<file path="config.mk">
export PLATFORM = sky130hd
export DESIGN_NAME = hcb_ctrl
export DESIGN_NICKNAME = d
export VERILOG_FILES = /design/src/rtl/huffman_code_builder_top_assert.svh /design/src/rtl/hcb_pkg.sv /design/src/rtl/hcb_ctrl.sv
export SDC_FILE = /design/constraint.sdc
export NUM_CORES = 1
export LEC_CHECK = 0
export BUFFER_PORTS_ARGS = -buffer_cell sky130_fd_sc_hd__buf_2
export CAP_MARGIN = 20
export CORE_ASPECT_RATIO = 0.9
export CORE_UTILIZATION = 55
export CTS_CLUSTER_SIZE = 16
export DETAILED_ROUTE_END_ITERATION = 8
export HOLD_SLACK_MARGIN = 0.06
export PLACE_DENSITY = 0.84
export SYNTH_ARGS = -nofsm -noshare
export SYNTH_HDL_FRONTEND = slang
export SYNTH_SLANG_ARGS = --single-unit
</file>
<file path="constraint.sdc">
create_clock -name aclk -period 5.5 [get_ports aclk]
set_clock_uncertainty 0.05 [all_clocks]
set_input_delay 0.55 -clock aclk [delete_from_list [all_inputs] [get_ports aclk]]
set_output_delay 0.55 -clock aclk [all_outputs]
set_load 0.01 [all_outputs]
</file>
<file path="src/rtl/huffman_code_builder_top_assert.svh">
// Assertion macros used by the huffman code builder datapath.
`ifndef HUFFMAN_CODE_BUILDER_TOP_ASSERT_SVH
`define HUFFMAN_CODE_BUILDER_TOP_ASSERT_SVH

// Check a property on every clock edge outside reset.
`define HCB_ASSERT(lbl, prop, msg) \
    lbl: assert property (@(posedge aclk) disable iff (!aresetn) (prop)) else $error(msg);

// Check a property on every clock edge, reset included.
`define HCB_ASSERT_ALWAYS(lbl, prop, msg) \
    lbl: assert property (@(posedge aclk) (prop)) else $error(msg);

`endif

</file>
<file path="src/rtl/hcb_pkg.sv">
`default_nettype none

package hcb_pkg;

    localparam int HCB_MAX_SYMBOLS = 64;
    localparam int SYM_W    = 8;
    localparam int FREQ_W   = 24;
    localparam int WEIGHT_W = 30;
    localparam int CODE_W   = 63;
    localparam int LEN_W    = 6;

    // Datapath micro-operations
    typedef enum logic [3:0] {
        OP_NONE,
        OP_LOAD,
        OP_HINIT,
        OP_HDEC,
        OP_CUR_I,
        OP_SD_STEP,
        OP_TM_A,
        OP_TM_B,
        OP_SUM,
        OP_SU_PUT,
        OP_SU_STEP,
        OP_ROOT,
        OP_EMIT,
        OP_KIDS,
        OP_POP,
        OP_POPD
    } op_t;

    // Heap read address select
    typedef enum logic [1:0] {
        RD_I,
        RD_KIDS,
        RD_TM,
        RD_PARENT
    } rsel_t;

    typedef struct packed {
        op_t   op;
        rsel_t rsel;
    } cmd_t;

    typedef struct packed {
        logic sd_done;
        logic i_zero;
        logic multi;
        logic pos_zero;
        logic su_less;
        logic is_leaf;
        logic stack_empty;
        logic out_free;
    } stat_t;

endpackage

`default_nettype wire

</file>
<file path="src/rtl/hcb_ctrl.sv">
`default_nettype none

module hcb_ctrl
    import hcb_pkg::*;
(
    input  wire logic  aclk,
    input  wire logic  aresetn,
    input  wire logic  s_valid,
    input  wire logic  s_last,
    output logic       s_ready,
    input  wire stat_t stat,
    output cmd_t       cmd
);

    typedef enum logic [19:0] {
        S_LOAD    = 20'h00001,
        S_HINIT   = 20'h00002,
        S_HD_RD   = 20'h00004,
        S_HD_CUR  = 20'h00008,
        S_SD_RD   = 20'h00010,
        S_SD_CMP  = 20'h00020,
        S_HD_DEC  = 20'h00040,
        S_MCHK    = 20'h00080,
        S_TM_RD   = 20'h00100,
        S_TM_SET  = 20'h00200,
        S_SUM     = 20'h00400,
        S_SU_CHK  = 20'h00800,
        S_SU_CMP  = 20'h01000,
        S_ROOT_RD = 20'h02000,
        S_ROOT    = 20'h04000,
        S_W_TEST  = 20'h08000,
        S_W_LEAF  = 20'h10000,
        S_W_KIDS  = 20'h20000,
        S_W_POP   = 20'h40000,
        S_W_POPD  = 20'h80000
    } state_t;

    // Where a sift-down returns to
    typedef enum logic [1:0] {
        RET_HEAP,
        RET_TA,
        RET_TB
    } ret_t;

    state_t state_reg, state_next;
    ret_t   ret_reg, ret_next;

    assign s_ready = (state_reg == S_LOAD);

    always_comb begin
        state_next = state_reg;
        ret_next   = ret_reg;
        cmd.op     = OP_NONE;
        cmd.rsel   = RD_I;
        case (state_reg)
            S_LOAD: begin
                if (s_valid) begin
                    cmd.op = OP_LOAD;
                    if (s_last) begin
                        state_next = S_HINIT;
                    end
                end
            end
            S_HINIT: begin
                cmd.op     = OP_HINIT;
                state_next = S_HD_RD;
            end
            S_HD_RD: begin
                cmd.rsel   = RD_I;
                state_next = S_HD_CUR;
            end
            S_HD_CUR: begin
                cmd.op     = OP_CUR_I;
                ret_next   = RET_HEAP;
                state_next = S_SD_RD;
            end
            S_SD_RD: begin
                cmd.rsel   = RD_KIDS;
                state_next = S_SD_CMP;
            end
            S_SD_CMP: begin
                cmd.op   = OP_SD_STEP;
                cmd.rsel = RD_KIDS;
                if (!stat.sd_done) begin
                    state_next = S_SD_RD;
                end else begin
                    case (ret_reg)
                        RET_HEAP: state_next = stat.i_zero ? S_MCHK : S_HD_DEC;
                        RET_TA: begin
                            ret_next   = RET_TB;
                            state_next = S_TM_RD;
                        end
                        default: state_next = S_SUM;
                    endcase
                end
            end
            S_HD_DEC: begin
                cmd.op     = OP_HDEC;
                state_next = S_HD_RD;
            end
            S_MCHK: begin
                if (stat.multi) begin
                    ret_next   = RET_TA;
                    state_next = S_TM_RD;
                end else begin
                    state_next = S_ROOT_RD;
                end
            end
            S_TM_RD: begin
                cmd.rsel   = RD_TM;
                state_next = S_TM_SET;
            end
            S_TM_SET: begin
                cmd.op     = (ret_reg == RET_TA) ? OP_TM_A : OP_TM_B;
                state_next = S_SD_RD;
            end
            S_SUM: begin
                cmd.op     = OP_SUM;
                state_next = S_SU_CHK;
            end
            S_SU_CHK: begin
                cmd.rsel = RD_PARENT;
                if (stat.pos_zero) begin
                    cmd.op     = OP_SU_PUT;
                    state_next = S_MCHK;
                end else begin
                    state_next = S_SU_CMP;
                end
            end
            S_SU_CMP: begin
                cmd.op     = OP_SU_STEP;
                cmd.rsel   = RD_PARENT;
                state_next = stat.su_less ? S_SU_CHK : S_MCHK;
            end
            S_ROOT_RD: begin
                cmd.rsel   = RD_TM;
                state_next = S_ROOT;
            end
            S_ROOT: begin
                cmd.op     = OP_ROOT;
                state_next = S_W_TEST;
            end
            S_W_TEST: begin
                state_next = stat.is_leaf ? S_W_LEAF : S_W_KIDS;
            end
            S_W_LEAF: begin
                if (stat.out_free) begin
                    cmd.op     = OP_EMIT;
                    state_next = stat.stack_empty ? S_LOAD : S_W_POP;
                end
            end
            S_W_KIDS: begin
                cmd.op     = OP_KIDS;
                state_next = S_W_TEST;
            end
            S_W_POP: begin
                cmd.op     = OP_POP;
                state_next = S_W_POPD;
            end
            S_W_POPD: begin
                cmd.op     = OP_POPD;
                state_next = S_W_TEST;
            end
            default: state_next = S_LOAD;
        endcase
    end

    always_ff @(posedge aclk) begin
        if (!aresetn) begin
            state_reg <= S_LOAD;
            ret_reg   <= RET_HEAP;
        end else begin
            state_reg <= state_next;
            ret_reg   <= ret_next;
        end
    end

endmodule

`default_nettype wire

</file>
; ---- After elaboration in Yosys (flattened, before gate mapping)
; Index checks and enable logic that the tools add are counted.
[classes]
magnitude_cmp = 0
n_mul = 0
shift = 0
muxes = 22
n_addsub = 0
div_mod_pow = 0
eq_ne = 27
n_reduce_logical = 10
bitwise_logic = 0
[ops]
columns = operator, n
row1 = one-hot mux 20 bit (16 select lines), 1
row2 = 2-to-1 mux 20 bit, 4
row3 = one-hot mux 4 bit (14 select lines), 1
row4 = one-hot mux 11 bit (2 select lines), 1
row5 = "== test 20 x 1 -> 1 bit, second input constant", 1
row6 = "== test 20 x 10 -> 1 bit, second input constant", 1
row7 = "== test 20 x 11 -> 1 bit, second input constant", 1
row8 = "== test 20 x 12 -> 1 bit, second input constant", 1
row9 = "== test 20 x 13 -> 1 bit, second input constant", 1
row10 = "== test 20 x 14 -> 1 bit, second input constant", 1
row11 = "== test 20 x 15 -> 1 bit, second input constant", 1
row12 = "== test 20 x 16 -> 1 bit, second input constant", 1
row13 = "== test 20 x 17 -> 1 bit, second input constant", 1
row14 = "== test 20 x 18 -> 1 bit, second input constant", 1
row15 = "== test 20 x 19 -> 1 bit, second input constant", 1
row16 = "== test 20 x 2 -> 1 bit, second input constant", 1
row17 = "== test 20 bit, second input constant", 1
row18 = "== test 20 x 3 -> 1 bit, second input constant", 1
row19 = "== test 20 x 4 -> 1 bit, second input constant", 1
row20 = "== test 20 x 5 -> 1 bit, second input constant", 1
row21 = "== test 20 x 6 -> 1 bit, second input constant", 1
row22 = "== test 20 x 7 -> 1 bit, second input constant", 1
row23 = "== test 20 x 8 -> 1 bit, second input constant", 1
row24 = "== test 20 x 9 -> 1 bit, second input constant", 1
row25 = 18 further kinds, 32
[totals]
inputBits = 12
mem_count = 0
out_inout_bits = 7
latch_bits = 0
register_bits = 22
rom_bits = 0
ram_bits = 0

; ---- Longest topological paths before layout
[logic_depth]
depth_word = 4
mapped_depth = 9
depth_no_buf = 6

; ---- Worst setup path before layout
; Ideal clock, no wire load.
[synth_path]
kind = register to output
from = register state_reg[19]
to = output port cmd[2] in the netlist's numbering
t_arrival_ns = 1.990
stages_incl_launch_ff = 9
path_slack_ns = 2.910
required_ns = 4.900
cell_sequence = dfxtp_1 buf_6 or4_4 buf_6 nor4_2 nand4b_2 a21oi_1 a311oi_1 nand4_1
[synth_lines]
columns = item, line_no
row1 = "start, declared", hcb_ctrl.sv:45  ; state_t state_reg, state_next;
row2 = "start signal, assigned", hcb_ctrl.sv:173  ; state_reg <= state_next;
row3 = "end, declared", hcb_ctrl.sv:12  ; output cmd_t cmd

==> flow_summary.toml <==
[synth]
seq_area_frac_synth = 0.3101
synth.avg_cell_area_um2 = 8.766
synth-edff-count = 0
synth_top_area_share = 0.3101
syn_inst = 162
netlist_top_cells_area = "dfxtp_1, nor2_1, nand4_1"
ys_async_sr_fraction = 0
synth_cell_types = 49
ys_ff_latch = 22
yosys.area.top_type = "dfxtp_1"
syn-num-nets = 174
syn_area_um2 = 1420
synth_ff_type = "dfxtp_1"
synth_warnings = 0

[sta]
clock.fmax_mhz = 307.8
setup_ws_ns = 2.251
finalCritPeriodShare = 0.5907
hold_violations = 0
rsz0062_at_grt = "no"
finalSetupTns_ns = 0
relSlewSlack = 0.5805
fin_crit_ns = 3.249
setup_violations = 0
tightest_slew_ns = 0.6236
drv_slew = 0

[final_layout]
syn_to_final_growth_pct = 5.375
nets = 186
fillers = 190
drive_gt1_frac = 0.2254
antennaDiodeCount = 0
largest_register_ffs = 20

[cts]
cts_setup_buffers = 0
cts_tree = "built"
cts_buffers = 3
clock_tree.buffer_depth = 2
htree_levels = 1
cts_resized = 0
clk_latency_ns = 0.32
clk_pin_slew_ns = 0.13
ctsHoldBuffers = 0
root_buffer = "clkbuf_4"
cts_num_sinks = 22

[grt]
grt_antenna_before_repair = 0
grt_max_degree = 14
grt.total_usage = 0.2723
grt_pass1_vias = 1319
grt-ovfl-total = 0
grt_pass1_wl_mm = 5.878

[placement]
post-place-ws_ns = 2.671
place.gp.congestion = 0.8798
io_buffers = 18
dp_hpwl_mm = 2.519

[power_and_ir_drop]
p_clk_frac = 0.350
peakVddDrop_mv = 0.2283
seqPwrFrac = 0.459
power_frac_comb = 0.191
powerDensity_nw_per_um2 = 243.4
leakage_nw = 0.5774
switchingPower_w = 0.0001011
intPower_w = 0.0002631
swShare = 0.2776

[drt]
drcViolationCount = 0
wl_per_cell_um = 17.00
drt-pass1-iter-count = 5
wirelength_mm = 3.418
drt_iter0_drc = 92
via_per_inst = 6.746
antenna_left = 0
vias = 1356

[setup_path]
crit_fanout = 6
critPathKind = "flop to output pin"
critPathCaptureType = "output pin"
cp_cell_sequence = "or4_1 -> nor4_2 -> nand4b_2 -> a21oi_1 -> a311oi_1 -> nand4_1 -> buf_2"
cp_slowest_cell = "or4_1"
path_buf_inv = 1
crit_arrival_ns = 2.65
worstPathRequired_ns = 4.90
max_stage_delay_ns = 0.71
critPathTopFamily = "simple AND/OR/NAND/NOR gates"
worst_setup_path_start_kind = "flop"

[floorplanning]
start_util = 0.5806
die_h_um = 50.21
dieArea_um2 = 2789
die_x_um = 55.56
core-area_um2 = 2446
rows = 17
io_pins = 19

[run]
cap_violations = 0

[worst_hold_path]
min_path_type = "input pin to flop"

[run_status]
outcome = "complete, no violations"
kinds of logic (layout without fill, tap and decap cells):
group,count (synthesis),after routing,synth area share
AO/OA/AOI/OAI,20,20,0.09605
XOR/XNOR,7,7,0.04317
buffers and inverters,15,26,0.08192
flip-flops,22,22,0.3101
AND/OR/NAND/NOR,98,98,0.4687
power groups by stage:
stage	clock network [W]	registers (W)	logic (W)
final	0.000127	0.000167	0.0000694
after global routing	0.000132	0.000168	0.0000765
after CTS	0.000128	0.000167	0.0000674
after detailed placement	0	0.000171	0.0000663
after global placement	0	0.000171	0.0000642
after floorplan	0	0.000170	0.0000521
worst reg2reg max path, cell delays in order, from the launching register on:
cell	delay, ns
dfxtp_1	0.38
or4_1	0.74
nor4_4	0.45
nand4b_1	0.32
and4b_1	0.32
nand4_1	0.11
o31ai_1	0.08
synthesized netlist by cell type, types with 2 or more instances:
library cell	count
a21oi_2	2
nand2_1	10
nor3_1	6
nand4b_1	7
buf_4	2
nor2_1	23
clkbuf_1	2
buf_6	3
and4b_1	6
nand2b_1	3
nand4_1	10
nor4_1	3
a31oi_1	4
o21ai_0	4
nor4b_1	2
nor3b_1	2
xor2_1	2
dfxtp_1	22
or4_4	2
a21oi_1	2
nor2_2	2
nor4_4	2
or4_1	3
nor4_2	2
xnor2_1	5
inv_1	4
nand3_1	5
per-layer routing:
metal  wire length (µm)  vias to the layer above  share of wire  track usage
met5                  0                        -              0            0
li1                   -                      628              -            -
met3                319                       14          0.093      0.04381
met1               1389                      630           0.41       0.3382
met4                112                        0          0.033       0.1583
met2               1596                       84           0.47       0.4498
cell type report:
| cell class | instances | area [µm²] | area share |
|---|---|---|---|
| sequential | 22 | 440.4 | 0.2943 |
| clock buffer | 3 | 22.52 | 0.01505 |
| timing repair buffer | 18 | 90.09 | 0.06020 |
| multi-input combinational | 125 | 863.3 | 0.5769 |
| clock inverter | 1 | 30.03 | 0.02007 |
| tap | 28 | 35.03 | 0.02341 |
| inverter | 4 | 15.01 | 0.01003 |
final timing paths:
| check | from | end | slack (ns) | cells after the start |
|---|---|---|---|---|
| worst max-delay path | state_reg[12]$_SDFFE_PN0P_ | cmd[2] | 2.25 | 7 |
| worst min-delay path | stat[2] | state_reg[17]$_SDFFE_PN0P_ | 0.34 | 2 |
| worst max register to register | state_reg[8]$_SDFFE_PN0P_ | state_reg[0]$_SDFFE_PN1P_ | 2.95 | 6 |
| worst min register to register | ret_reg[1]$_SDFFE_PN0P_ | state_reg[10]$_SDFFE_PN0P_ | 0.44 | 2 |
cell usage in the layout, fill, tap and decap left out, types with 5 or more instances in the layout:
master	count
and4b_1	6
buf_2	18
dfxtp_1	22
nand2_1	10
nand3_1	5
nand4_1	10
nand4b_1	7
nor2_1	23
nor3_1	6
xnor2_1	5
through the flow:
| step | instances | power (W) | utilization | cell area (µm²) | hold WS, ns |
|---|---|---|---|---|---|
| after CTS | 201 | 0.0003628 | 0.6118 | 1496 | 0.3362 |
| after global placement | 197 | 0.0002349 | 0.5903 | 1444 | 0.4164 |
| after global routing | 201 | 0.0003767 | 0.6118 | 1496 | 0.3399 |
| final | 201 | 0.0003642 | 0.6118 | 1496 | 0.3386 |
| after detailed placement | 197 | 0.0002372 | 0.5903 | 1444 | 0.4235 |
| after floorplan | 162 | 0.0002221 | - | 1420 | 0.3985 |
(Power assumes the default switching activity.)
